===== config.mk =====
export PLATFORM = sky130hd
export DESIGN_NAME = veia_queue
export DESIGN_NICKNAME = d
export VERILOG_FILES = /design/src/hw/rtl/veia_pkg.sv /design/src/hw/rtl/veia_queue.sv
export SDC_FILE = /design/constraint.sdc
export NUM_CORES = 1
export LEC_CHECK = 0
export BUFFER_PORTS_ARGS = -buffer_cell sky130_fd_sc_hd__buf_2
export CORE_ASPECT_RATIO = 1.5
export CORE_MARGIN = 2
export CORE_UTILIZATION = 40
export DETAILED_ROUTE_END_ITERATION = 10
export PLACE_DENSITY = 0.58
export RECOVER_POWER = 50
export SLEW_MARGIN = 20
export SYNTH_ARGS = -nofsm -noshare
export SYNTH_HDL_FRONTEND = slang
export SYNTH_SLANG_ARGS = --single-unit

===== constraint.sdc =====
create_clock -name clk -period 4.05 [get_ports clk]
set_clock_uncertainty 0.2 [all_clocks]
set_input_delay 0.405 -clock clk [delete_from_list [all_inputs] [get_ports clk]]
set_output_delay 0.405 -clock clk [all_outputs]
set_load 0.1 [all_outputs]

===== src/hw/rtl/veia_pkg.sv =====
// shared types, operation codes and helpers of the vector element integer alu
`default_nettype none
package veia_pkg;

    localparam int QUEUE_DEPTH = 4;
    localparam logic [5:0] DIV_STEPS = 6'd32;

    // configuration register indexes
    localparam logic REG_SEW = 1'b0;
    localparam logic REG_VL  = 1'b1;

    // operand formats
    localparam logic [2:0] FMT_VV  = 3'd0;
    localparam logic [2:0] FMT_MVV = 3'd2;
    localparam logic [2:0] FMT_VI  = 3'd3;
    localparam logic [2:0] FMT_VX  = 3'd4;
    localparam logic [2:0] FMT_MVX = 3'd6;

    // integer class
    localparam logic [5:0] OP_ADD    = 6'h00;
    localparam logic [5:0] OP_SUB    = 6'h02;
    localparam logic [5:0] OP_RSUB   = 6'h03;
    localparam logic [5:0] OP_MINU   = 6'h04;
    localparam logic [5:0] OP_MIN    = 6'h05;
    localparam logic [5:0] OP_MAXU   = 6'h06;
    localparam logic [5:0] OP_MAX    = 6'h07;
    localparam logic [5:0] OP_AND    = 6'h09;
    localparam logic [5:0] OP_OR     = 6'h0A;
    localparam logic [5:0] OP_XOR    = 6'h0B;
    localparam logic [5:0] OP_SEQ    = 6'h10;
    localparam logic [5:0] OP_SNE    = 6'h11;
    localparam logic [5:0] OP_SLTU   = 6'h12;
    localparam logic [5:0] OP_SLT    = 6'h13;
    localparam logic [5:0] OP_SLEU   = 6'h14;
    localparam logic [5:0] OP_SLE    = 6'h15;
    localparam logic [5:0] OP_SGTU   = 6'h16;
    localparam logic [5:0] OP_SGT    = 6'h17;
    localparam logic [5:0] OP_SLL    = 6'h25;
    localparam logic [5:0] OP_SRL    = 6'h26;
    localparam logic [5:0] OP_SRA    = 6'h27;
    localparam logic [5:0] OP_NSRL   = 6'h2C;
    localparam logic [5:0] OP_NSRA   = 6'h2D;
    localparam logic [5:0] OP_WADDU  = 6'h30;
    localparam logic [5:0] OP_WADD   = 6'h31;
    localparam logic [5:0] OP_WSUBU  = 6'h32;
    localparam logic [5:0] OP_WSUB   = 6'h33;
    localparam logic [5:0] OP_WADDUW = 6'h34;
    localparam logic [5:0] OP_WADDW  = 6'h35;
    localparam logic [5:0] OP_WSUBUW = 6'h36;
    localparam logic [5:0] OP_WSUBW  = 6'h37;

    // multiply class
    localparam logic [5:0] OP_MUL    = 6'h08;
    localparam logic [5:0] OP_MULH   = 6'h09;
    localparam logic [5:0] OP_MULHU  = 6'h0A;
    localparam logic [5:0] OP_MULHSU = 6'h0B;
    localparam logic [5:0] OP_DIV    = 6'h0C;
    localparam logic [5:0] OP_DIVU   = 6'h0D;
    localparam logic [5:0] OP_REM    = 6'h0E;
    localparam logic [5:0] OP_REMU   = 6'h0F;
    localparam logic [5:0] OP_MACC   = 6'h20;
    localparam logic [5:0] OP_NMSAC  = 6'h21;
    localparam logic [5:0] OP_MADD   = 6'h22;
    localparam logic [5:0] OP_NMSUB  = 6'h23;

    typedef enum logic [1:0] {
        KIND_OFF,
        KIND_INT,
        KIND_MUL,
        KIND_DIV
    } kind_t;

    typedef struct packed {
        logic        en;
        kind_t       kind;
        logic [5:0]  op;
        logic [1:0]  sew;
        logic [3:0]  bytes;
        logic [31:0] a;
        logic [31:0] b;
        logic [31:0] d;
    } item_t;

    function automatic logic [31:0] sew_mask(input logic [1:0] sew);
        logic [31:0] m;
        unique case (sew)
            2'd0:    m = 32'h0000_00FF;
            2'd1:    m = 32'h0000_FFFF;
            default: m = 32'hFFFF_FFFF;
        endcase
        return m;
    endfunction

    function automatic logic [31:0] sext_sew(input logic [31:0] v, input logic [1:0] sew);
        logic [31:0] r;
        unique case (sew)
            2'd0:    r = {{24{v[7]}}, v[7:0]};
            2'd1:    r = {{16{v[15]}}, v[15:0]};
            default: r = v;
        endcase
        return r;
    endfunction

    function automatic logic [63:0] bytes_mask(input logic [3:0] n);
        logic [63:0] m;
        unique case (n)
            4'd1:    m = 64'h0000_0000_0000_00FF;
            4'd2:    m = 64'h0000_0000_0000_FFFF;
            4'd4:    m = 64'h0000_0000_FFFF_FFFF;
            default: m = 64'hFFFF_FFFF_FFFF_FFFF;
        endcase
        return m;
    endfunction

endpackage
`default_nettype wire


===== src/hw/rtl/veia_queue.sv =====
// short request queue between front and back end
`default_nettype none
module veia_queue (
    input  wire                 clk,
    input  wire                 rst_n,
    input  wire                 push,
    input  veia_pkg::item_t     push_item,
    output logic                full,
    input  wire                 pop,
    output logic                head_valid,
    output veia_pkg::item_t     head_item
);
    import veia_pkg::*;

    localparam int PW = $clog2(QUEUE_DEPTH);

    item_t         mem_reg [QUEUE_DEPTH];
    logic [PW-1:0] wr_ptr_reg;
    logic [PW-1:0] rd_ptr_reg;
    logic [PW:0]   count_reg;
    logic [PW:0]   count_next;

    assign full       = (count_reg == (PW+1)'(QUEUE_DEPTH));
    assign head_valid = (count_reg != '0);
    assign head_item  = mem_reg[rd_ptr_reg];

    always_comb
    begin
        count_next = count_reg;
        if (push && !pop)
        begin
            count_next = count_reg + 1'b1;
        end
        else if (pop && !push)
        begin
            count_next = count_reg - 1'b1;
        end
    end

    always_ff @(posedge clk or negedge rst_n)
    begin
        if (!rst_n)
        begin
            wr_ptr_reg <= '0;
            rd_ptr_reg <= '0;
            count_reg  <= '0;
        end
        else
        begin
            count_reg <= count_next;
            if (push)
            begin
                wr_ptr_reg <= wr_ptr_reg + 1'b1;
            end
            if (pop)
            begin
                rd_ptr_reg <= rd_ptr_reg + 1'b1;
            end
        end
    end

    always_ff @(posedge clk)
    begin
        if (push)
        begin
            mem_reg[wr_ptr_reg] <= push_item;
        end
    end

endmodule
`default_nettype wire


==> run_results.csv <==
group,metric,value,unit
yosys,synth_edf_count,444,
sta,slew_headroom,-16.9,%
route,drt_drc_violations_left,0,
grt,grt-ovfl-total,0,
clocking,clock_path_buffers,3,
layout,largest_reg_flops,444,
sta,period_needed,3260,ps
clocking,htree_levels,2,
clocking,cts-root-buf,"clkbuf_16",
placed_design,hpwl,18.7,mm
grt,grt_use_total,15.2,%
clocking,tritoncts,"yes",
yosys,synth_cells,614,
critical_path,critPathRequiredTime,4030,ps
sta,max_freq,0.307,GHz
route,drtIter0Drc,433,
sta,final_hold_viol_count,0,
route,wl_per_cell,21.2,µm
yosys,yosysUniqueCellTypes,22,
yosys,synth_commonest_cells,"444 x edfxtp_1, 111 x mux4_2, 9 x buf_2",
yosys,synth_fa_ha_area_share,0.501,%
clocking,clock-sinks,451,
route,viasPerCell,4.99,
sta,period_share,80.5,%
critical_path,reg2reg_slack,930,ps
layout,area_growth,25.5,%
grt,grt_pass1_wl,49.1,mm
yosys,synthSimpleGateAreaFrac,0.304,%
critical_path,cp-start-kind,"input pin",
yosys,synth_ff_type,"edfxtp_1",
critical_path,reg2reg_to,"mem_reg[1][48]",
sta,rsz0062_at_grt,"no",
yosys,synth_xor_area_share,0.319,%
critical_path,crit_chain,"dlygate4sd3_1 > clkbuf_1 > and2_1 > buf_4",
grt,grt_start_max_net_pins,113,
placed_design,port_buffers,227,
critical_path,critPathMaxFanout,32,
critical_path,reg2reg_depth,4,
yosys,yosys_register_bits,451,
clocking,clock_latency,540,ps
sta,tightestPinTransition,1750,ps
critical_path,worst_path_max_delay_cell,"and2_1",
yosys,synth_seq_area_share,82.0,%
grt,grt_pass1_vias,8576,
yosys,synth_top_family_by_area,"multiplexers",
critical_path,crit_path_max_incr_delay,1360,ps
clocking,clk_pin_slew,60,ps
route,drt-pass1-iter-count,5,
route,vias,7646,
yosys,synth_compound_area_share,0.0304,%
die,die_h,253,µm
yosys,synthesis.area,16500,µm²
yosys,synth.area.top_cells,"edfxtp_1 81%, mux4_2 15%, dfrtp_1 1.1%, buf_12 0.85%, ha_1 0.38%",
yosys,syn_avg_cell_area,26.8,µm²
outcome,status,"finished, violations left",
grt,grt_antenna_before_repair,4,
clocking,post_cts_resize_count,0,
yosys,yosysMostFrequentCell,"edfxtp_1",
die,start_util,40.3,%
yosys,synthMuxAreaShare,15.2,%
die,dieArea,42900,µm²
layout,fin_nets,1108,
critical_path,r2r-start,"wr_ptr_reg[1]",
critical_path,crit_arrival,3240,ps
route,drt-total-wl,32.5,mm
flow_run,cap_viol_max_count,2,
layout,n_fill_cell,3262,
yosys,async_reset_ff_share,1.55,%
min_path,min_path_type,"in2async",
die,rows,91,
yosys,synth_warnings,0,
sta,final_max_slew_viol_count,63,
clocking,numCtsBuffers,43,
outcome,failed_checks,"max-capacitance violations, max-slew violations",
placed_design,gp_congestion,0.666,
die,num_io_pins,228,
critical_path,crit_path_end_kind,"flip-flop",
sta,setup_viol_count_final,0,
yosys,synth_top_area_share,80.9,%
layout,drive_gt1_share,30.0,%
sta,fin_tns_setup,0,ps
die,die_x,170,µm
critical_path,crit_type,"in2reg",
yosys,synth_fp_nets,735,
route,ant_nets,0,
die,core-area,40900,µm²
yosys,yosys.area.top_type,"edfxtp_1",
[cell usage in the layout (no fill, tap or decap)]
cell | netlist | routed
and2_1 | 4 | 2
and2_4 | 0 | 2
buf_12 | 7 | 7
buf_2 | 9 | 114
buf_4 | 4 | 5
bufinv_16 | 0 | 8
clkbuf_1 | 1 | 120
clkbuf_16 | 0 | 45
clkbuf_8 | 0 | 1
clkinv_1 | 0 | 6
clkinv_2 | 0 | 7
clkinv_4 | 0 | 2
clkinvlp_4 | 0 | 1
dfrtp_1 | 7 | 5
dfrtp_4 | 0 | 2
diode_2 | 0 | 2
dlygate4sd3_1 | 0 | 114
edfxtp_1 | 444 | 444
fa_1 | 1 | 1
ha_1 | 5 | 5
inv_1 | 4 | 4
mux2_2 | 1 | 1
mux4_2 | 111 | 111
nand2_1 | 2 | 2
nor2_1 | 1 | 1
nor3b_1 | 1 | 1
o21ai_0 | 1 | 1
or3_1 | 1 | 1
xnor2_1 | 2 | 2
xor2_1 | 4 | 4
[metal layers]
metal / GRT usage [%] / vias to the layer above / routed length, µm
li1: - / 3396 / -
met1: 18.2 / 4022 / 12700
met2: 27.1 / 169 / 17300
met3: 3.71 / 55 / 1740
met4: 4.79 / 4 / 692
met5: 0 / - / 27
[critical path, delay by kind of cell]
family	cells	cell delay (ps)
AND/OR/NAND/NOR	1	1360
buffers and inverters	3	1420
[what timing repair did]
item / 4_1_cts / 5_1_grt
hold buffers: 114 / 0
setup buffers: 0 / 0
endpoints found under the hold margin: 455 / 0
[area by class of cell]
cell class	instances	area [µm²]	share of cell area (%)
repair buffers	353	2310	11.2
clock inverters	24	323	1.56
well taps	511	639	3.09
flip-flops and latches	451	13500	65.3
diodes	2	5.00	0.0242
inverters	4	15.0	0.0726
multi-input cells	134	2710	13.1
clock buffers	53	1170	5.64
[kinds of logic (layout without fill, tap and decap cells)]
kind of cell / count (synthesis) / after routing
other: 0 / 2
AOI/OAI and AO/OA: 1 / 1
buffers and inverters: 29 / 434
and+or+nand+nor: 9 / 9
xor gates and xnor gates: 6 / 6
muxes: 112 / 112
DFF: 451 / 451
adders and majority gates: 6 / 6
[metrics by stage]
step	area [µm²]	std cells	hold slack, ps	setup slack (ps)	utilization [%]
2_1_floorplan	16500	614	-90.6	195	-
3_3_place_gp	18200	1339	60.2	1620	44.5
3_5_place_dp	18200	1339	64.7	1610	44.5
4_1_cts	20800	1530	19.6	1020	50.9
5_1_grt	20700	1532	149	504	50.6
6_report	20700	1532	125	790	50.6
[worst max path at each step]
stage | start | end | slack (ps)
global placement | rd_ptr_reg[1] | head_item[22] | 1620
detailed placement | rd_ptr_reg[1] | head_item[43] | 1610
CTS | rd_ptr_reg[1] | head_item[83] | 1020
global route | push | mem_reg[3][50] | 500
floorplan | wr_ptr_reg[0] | mem_reg[2][0] | 190
finish | push | mem_reg[1][48] | 790
Power is not shown: default switching activity piles up to over one toggle a cycle in this logic, so the estimate is an artifact.
