**src/hw/rtl/veia_pkg.sv**
```systemverilog
// shared types, operation codes and helpers of the vector element integer alu
`default_nettype none
package veia_pkg;

    localparam int QUEUE_DEPTH = 4;
    localparam logic [5:0] DIV_STEPS = 6'd32;

    // configuration register indexes
    localparam logic REG_SEW = 1'b0;
    localparam logic REG_VL  = 1'b1;

    // operand formats
    localparam logic [2:0] FMT_VV  = 3'd0;
    localparam logic [2:0] FMT_MVV = 3'd2;
    localparam logic [2:0] FMT_VI  = 3'd3;
    localparam logic [2:0] FMT_VX  = 3'd4;
    localparam logic [2:0] FMT_MVX = 3'd6;

    // integer class
    localparam logic [5:0] OP_ADD    = 6'h00;
    localparam logic [5:0] OP_SUB    = 6'h02;
    localparam logic [5:0] OP_RSUB   = 6'h03;
    localparam logic [5:0] OP_MINU   = 6'h04;
    localparam logic [5:0] OP_MIN    = 6'h05;
    localparam logic [5:0] OP_MAXU   = 6'h06;
    localparam logic [5:0] OP_MAX    = 6'h07;
    localparam logic [5:0] OP_AND    = 6'h09;
    localparam logic [5:0] OP_OR     = 6'h0A;
    localparam logic [5:0] OP_XOR    = 6'h0B;
    localparam logic [5:0] OP_SEQ    = 6'h10;
    localparam logic [5:0] OP_SNE    = 6'h11;
    localparam logic [5:0] OP_SLTU   = 6'h12;
    localparam logic [5:0] OP_SLT    = 6'h13;
    localparam logic [5:0] OP_SLEU   = 6'h14;
    localparam logic [5:0] OP_SLE    = 6'h15;
    localparam logic [5:0] OP_SGTU   = 6'h16;
    localparam logic [5:0] OP_SGT    = 6'h17;
    localparam logic [5:0] OP_SLL    = 6'h25;
    localparam logic [5:0] OP_SRL    = 6'h26;
    localparam logic [5:0] OP_SRA    = 6'h27;
    localparam logic [5:0] OP_NSRL   = 6'h2C;
    localparam logic [5:0] OP_NSRA   = 6'h2D;
    localparam logic [5:0] OP_WADDU  = 6'h30;
    localparam logic [5:0] OP_WADD   = 6'h31;
    localparam logic [5:0] OP_WSUBU  = 6'h32;
    localparam logic [5:0] OP_WSUB   = 6'h33;
    localparam logic [5:0] OP_WADDUW = 6'h34;
    localparam logic [5:0] OP_WADDW  = 6'h35;
    localparam logic [5:0] OP_WSUBUW = 6'h36;
    localparam logic [5:0] OP_WSUBW  = 6'h37;

    // multiply class
    localparam logic [5:0] OP_MUL    = 6'h08;
    localparam logic [5:0] OP_MULH   = 6'h09;
    localparam logic [5:0] OP_MULHU  = 6'h0A;
    localparam logic [5:0] OP_MULHSU = 6'h0B;
    localparam logic [5:0] OP_DIV    = 6'h0C;
    localparam logic [5:0] OP_DIVU   = 6'h0D;
    localparam logic [5:0] OP_REM    = 6'h0E;
    localparam logic [5:0] OP_REMU   = 6'h0F;
    localparam logic [5:0] OP_MACC   = 6'h20;
    localparam logic [5:0] OP_NMSAC  = 6'h21;
    localparam logic [5:0] OP_MADD   = 6'h22;
    localparam logic [5:0] OP_NMSUB  = 6'h23;

    typedef enum logic [1:0] {
        KIND_OFF,
        KIND_INT,
        KIND_MUL,
        KIND_DIV
    } kind_t;

    typedef struct packed {
        logic        en;
        kind_t       kind;
        logic [5:0]  op;
        logic [1:0]  sew;
        logic [3:0]  bytes;
        logic [31:0] a;
        logic [31:0] b;
        logic [31:0] d;
    } item_t;

    function automatic logic [31:0] sew_mask(input logic [1:0] sew);
        logic [31:0] m;
        unique case (sew)
            2'd0:    m = 32'h0000_00FF;
            2'd1:    m = 32'h0000_FFFF;
            default: m = 32'hFFFF_FFFF;
        endcase
        return m;
    endfunction

    function automatic logic [31:0] sext_sew(input logic [31:0] v, input logic [1:0] sew);
        logic [31:0] r;
        unique case (sew)
            2'd0:    r = {{24{v[7]}}, v[7:0]};
            2'd1:    r = {{16{v[15]}}, v[15:0]};
            default: r = v;
        endcase
        return r;
    endfunction

    function automatic logic [63:0] bytes_mask(input logic [3:0] n);
        logic [63:0] m;
        unique case (n)
            4'd1:    m = 64'h0000_0000_0000_00FF;
            4'd2:    m = 64'h0000_0000_0000_FFFF;
            4'd4:    m = 64'h0000_0000_FFFF_FFFF;
            default: m = 64'hFFFF_FFFF_FFFF_FFFF;
        endcase
        return m;
    endfunction

endpackage
`default_nettype wire

```
**src/hw/rtl/veia_front.sv**
```systemverilog
// front end: configuration registers, operand selection and request classification
`default_nettype none
module veia_front #(
    parameter int VECTOR_BITS = 128
) (
    input  wire                 clk,
    input  wire                 rst_n,
    input  wire                 cfg_valid,
    output logic                cfg_ready,
    input  wire                 cfg_index,
    input  wire [7:0]           cfg_data,
    input  wire [5:0]           req_type,
    input  wire [2:0]           op_format,
    input  wire [6:0]           element_index,
    input  wire                 unmasked,
    input  wire                 mask_bit,
    input  wire [31:0]          vs2_elem,
    input  wire [31:0]          vs1_elem,
    input  wire [31:0]          scalar_value,
    input  wire [4:0]           imm_five,
    input  wire [31:0]          dest_elem,
    output veia_pkg::item_t     item
);
    import veia_pkg::*;

    logic [1:0]  sew_reg;
    logic [7:0]  vl_reg;
    logic        int_fmt;
    logic        mul_fmt;
    logic        enabled;
    logic [31:0] m;
    logic [31:0] b_raw;

    assign cfg_ready = 1'b1;

    always_ff @(posedge clk or negedge rst_n)
    begin
        if (!rst_n)
        begin
            sew_reg <= 2'd0;
            vl_reg  <= 8'd0;
        end
        else if (cfg_valid)
        begin
            if (cfg_index == REG_SEW)
            begin
                sew_reg <= cfg_data[1:0];
            end
            else
            begin
                vl_reg <= cfg_data;
            end
        end
    end

    always_comb
    begin
        int_fmt = (op_format == FMT_VV) || (op_format == FMT_VI) || (op_format == FMT_VX);
        mul_fmt = (op_format == FMT_MVV) || (op_format == FMT_MVX);
        enabled = (int_fmt || mul_fmt) && (sew_reg != 2'd3)
                  && ({1'b0, element_index} < vl_reg)
                  && (32'(element_index) < VECTOR_BITS)
                  && (unmasked || mask_bit);
        m = sew_mask(sew_reg);

        if ((op_format == FMT_VV) || (op_format == FMT_MVV))
        begin
            b_raw = vs1_elem;
        end
        else if (op_format == FMT_VI)
        begin
            b_raw = {{27{imm_five[4]}}, imm_five};
        end
        else
        begin
            b_raw = scalar_value;
        end

        item.en   = enabled;
        item.op   = req_type;
        item.sew  = sew_reg;
        item.a    = vs2_elem & m;
        item.b    = b_raw & m;
        item.d    = dest_elem & m;

        if (!enabled)
        begin
            item.kind = KIND_OFF;
        end
        else if (int_fmt)
        begin
            item.kind = KIND_INT;
        end
        else if (req_type[5:2] == 4'h3)
        begin
            item.kind = KIND_DIV;
        end
        else
        begin
            item.kind = KIND_MUL;
        end

        if (!enabled)
        begin
            item.bytes = 4'd1;
        end
        else if (req_type[5:4] == 2'd3)
        begin
            item.bytes = (sew_reg == 2'd0) ? 4'd2 : ((sew_reg == 2'd1) ? 4'd4 : 4'd8);
        end
        else if (req_type[5:2] == 4'hB)
        begin
            item.bytes = (sew_reg == 2'd2) ? 4'd2 : 4'd1;
        end
        else if (req_type[5:3] == 3'd2)
        begin
            item.bytes = 4'd1;
        end
        else
        begin
            item.bytes = (sew_reg == 2'd0) ? 4'd1 : ((sew_reg == 2'd1) ? 4'd2 : 4'd4);
        end
    end

endmodule
`default_nettype wire

```
**config.mk**
```make
export PLATFORM = sky130hd
export DESIGN_NAME = veia_front
export DESIGN_NICKNAME = d
export VERILOG_FILES = /design/src/hw/rtl/veia_pkg.sv /design/src/hw/rtl/veia_front.sv
export SDC_FILE = /design/constraint.sdc
export NUM_CORES = 1
export LEC_CHECK = 0
export BUFFER_PORTS_ARGS = -buffer_cell sky130_fd_sc_hd__buf_2
export CAP_MARGIN = 5
export CORE_AREA = 2 2 106 108
export DETAILED_ROUTE_END_ITERATION = 10
export DIE_AREA = 0 0 108 110
export GPL_TIMING_DRIVEN = 0
export PLACE_DENSITY = 0.59
export SLEW_MARGIN = 20
export SYNTH_ARGS = -nofsm -noshare
export SYNTH_HDL_FRONTEND = slang
export SYNTH_SLANG_ARGS = --single-unit
```
**constraint.sdc**
```tcl
create_clock -name clk -period 2.52 [get_ports clk]
set_input_delay 0.504 -clock clk [delete_from_list [all_inputs] [get_ports clk]]
set_output_delay 0.504 -clock clk [all_outputs]
set_load 0.005 [all_outputs]
```
==> run_results.csv <==
group,metric,value,unit
outcome,outcome,"completed",
floorplan,core,10700,µm²
synthesis,synthAdderAreaFrac,4.29,%
timing,timing.final.max_slew_violations,0,
synthesis,syn_nets,432,
synthesis,syn-cell-area,1750,µm²
synthesis,synth_edf_count,0,
power_and_ir_drop,leakage,1.94,nW
drt,remaining_drc_errors,0,
job,drv_cap,0,
power_and_ir_drop,ir_drop,0.000251,V
timing,slew_headroom,58.4,%
timing,hold_viol,0,
worst_setup_path,cp_max_fo,6,
timing,post-route-period-util,98.6,%
synthesis,synth_compound_area_share,21.8,%
finish,nNetsFinal,694,
global_route,grt-ovfl-total,0,
drt,drtIter0Drc,93,
cts,cts_buffer_depth,2,
timing,setup_viol,0,
drt,via_count,2798,
timing,period_minus_slack,2.48,ns
cts,clk_latency,0.23,ns
worst_setup_path,crit_arrival,1.98,ns
cts,cts_inserted_buffers,3,
timing,hold_ws,0.132,ns
synthesis,yosysSeqAreaShare,14.3,%
worst_setup_path,startpoint_type,"flop",
place,place_congestion,0.737,
drt,postRouteAntennaNets,0,
synthesis,synth_top_family_by_area,"simple AND/OR/NAND/NOR gates",
drt,avgRoutedWirePerCell,13.8,µm
worst_setup_path,critPathKind,"reg2out",
global_route,antenna_found_initial,4,
floorplan,die_x,108,µm
finish,synthToLayoutAreaGrowth,89.7,%
power_and_ir_drop,power_density,336,nW/µm²
finish,drive_above_1_share,59.0,%
worst_setup_path,critPathCaptureType,"output port",
synthesis,yosysWarnings,0,
timing,tns,0,ns
synthesis,synthCells,263,
synthesis,yosys.area_share.simple,34.2,%
synthesis,synthArstFlopShare,100,%
floorplan,rows,38,
global_route,track_usage,13.4,%
floorplan,die_h,110,µm
timing,skew,0,ns
drt,dr.pass1.iters,4,
place,dpl.hpwl,8130,µm
floorplan,io-pin-count,275,
place,post_dp_cell_area,3200,µm²
synthesis,synth-main-ff-cell,"dfrtp_1",
finish,largest_reg_flops,8,
synthesis,ys_seq_elements,10,
finish,final_cell_mix,"258 x buf_2, 34 x a21oi_1, 32 x and2_1",
cts,ctsRootBufferMaster,"clkbuf_8",
min_path,hold_path_class,"in2async",
synthesis,synth_mux_area_share,8.65,%
global_route,grt_pass1_wl,12500,µm
timing,tightest_slew,0.624,ns
synthesis,avgSynthCellArea,6.66,µm²
place,portBuffers,255,
timing,rsz0062_at_grt,"true",
cts,cts-htree-levels,1,
global_route,grt_max_degree,11,
cts,clkTransAtPathRegs,0.05,ns
floorplan,start_util,16.4,%
floorplan,dieArea,11900,µm²
finish,fillers,1180,
synthesis,ys_types,31,
synthesis,synth_xor_area_share,0,%
global_route,grt_pass1_vias,2454,
cts,numClockSinks,10,
cts,tritoncts,"done",
finish,fin_area,3320,µm²
timing,fmax,0.403,GHz
power_and_ir_drop,finalPower,1.11,mW
drt,drt-vias-per-instance,4.21,
drt,routed_wl,9200,µm
finish,final_common_cell,"buf_2",
worst_setup_path,critPathRequiredTime,2.02,ns
## final timing paths
| path | startpoint | endpoint | slack, ns | depth (start not counted) |
|---|---|---|---|---|
| setup / recovery | vl_reg[1]$_DFFE_PN0P_ | item[96] | 0.04 | 7 |
| hold / removal | rst_n | vl_reg[4]$_DFFE_PN0P_ | 0.13 | 1 |
| setup reg to reg | sew_reg[1]$_DFFE_PN0P_ | sew_reg[1]$_DFFE_PN0P_ | 1.19 | 3 |
| hold reg to reg | vl_reg[5]$_DFFE_PN0P_ | vl_reg[5]$_DFFE_PN0P_ | 0.50 | 1 |
| max in group asynchronous | rst_n | vl_reg[0]$_DFFE_PN0P_ | 2.20 | 1 |
| min in group clk | vl_reg[5]$_DFFE_PN0P_ | vl_reg[5]$_DFFE_PN0P_ | 0.50 | 1 |
## critical path: stages (launching register included)
cell and delay (ns):
dfrtp_1 0.35, inv_2 0.06, ha_4 0.16, or3b_4 0.36
o2111ai_2 0.09, a31oi_4 0.18, or3_1 0.40, buf_2 0.14
## final cells by class
type                            instances  area, µm²  area share, %
Timing Repair Buffer                  257       1290           38.9
Multi-Input combinational cell        201       1260           37.9
Sequential cell                        10        250           7.54
Buffer                                 41        248           7.46
Tap cell                              140        175           5.28
Clock buffer                            4       55.1           1.66
Inverter                               11       41.3           1.24
Antenna cell                            1       2.50         0.0754
## logic make-up after synthesis
| logic type | count (synthesis) |
|---|---|
| other | 1 |
| and+or+nand+nor | 115 |
| AOI/OAI and AO/OA | 65 |
| adders and majority gates | 6 |
| DFF | 10 |
| buffers and inverters | 52 |
| muxes | 14 |
## report_power, final
group	internal, mW	leakage, nW	total, mW	switching (mW)
clock network	0.137	0.0288	0.191	0.0540
registers	0.185	0.118	0.200	0.0155
logic	0.376	1.79	0.724	0.348
total	0.698	1.94	1.11	0.417
## timing repair
action                                  in CTS  in global routing
hold buffers                                 0                  0
endpoints found under the setup margin       4                  3
resized for setup                            3                  7
setup buffers                                0                  2
pin swaps                                    2                  7
hold endpoints to repair                     0                  0
## synthesized netlist by cell type, drive strengths merged (2+ instances only)
cell type	number	share of area, %
nor2b	17	6.1
buf	27	11
nor3	11	3.1
ha	6	4.3
and2	32	11
a32oi	2	1.0
a21o	2	0.86
nand2	27	5.8
dfrtp	10	14
nor2	20	4.3
clkbuf	14	3.0
mux2i	5	2.9
nor4b	2	1.0
a21oi	34	9.7
nand3b	2	0.86
inv	11	2.4
mux2	9	5.8
o21ai	20	5.7
## through the flow
stage,std cells,worst slack [ns],utilization (%)
2_1_floorplan,263,0.293,-
3_3_place_gp,658,-0.0479,29.9
3_5_place_dp,658,-0.0616,29.9
4_1_cts,662,0.0198,30.6
5_1_grt,664,-0.0370,31.0
6_report,665,0.0356,31.0
## metal layers
layer,vias up,global-route usage (%),wire [µm]
met2,157,24.6,4520
met3,8,3.70,993
met5,-,0,26
met4,4,1.10,29
met1,1243,16.4,3620
li1,1386,-,-
Note: power is estimated with default switching activity, not from simulation.
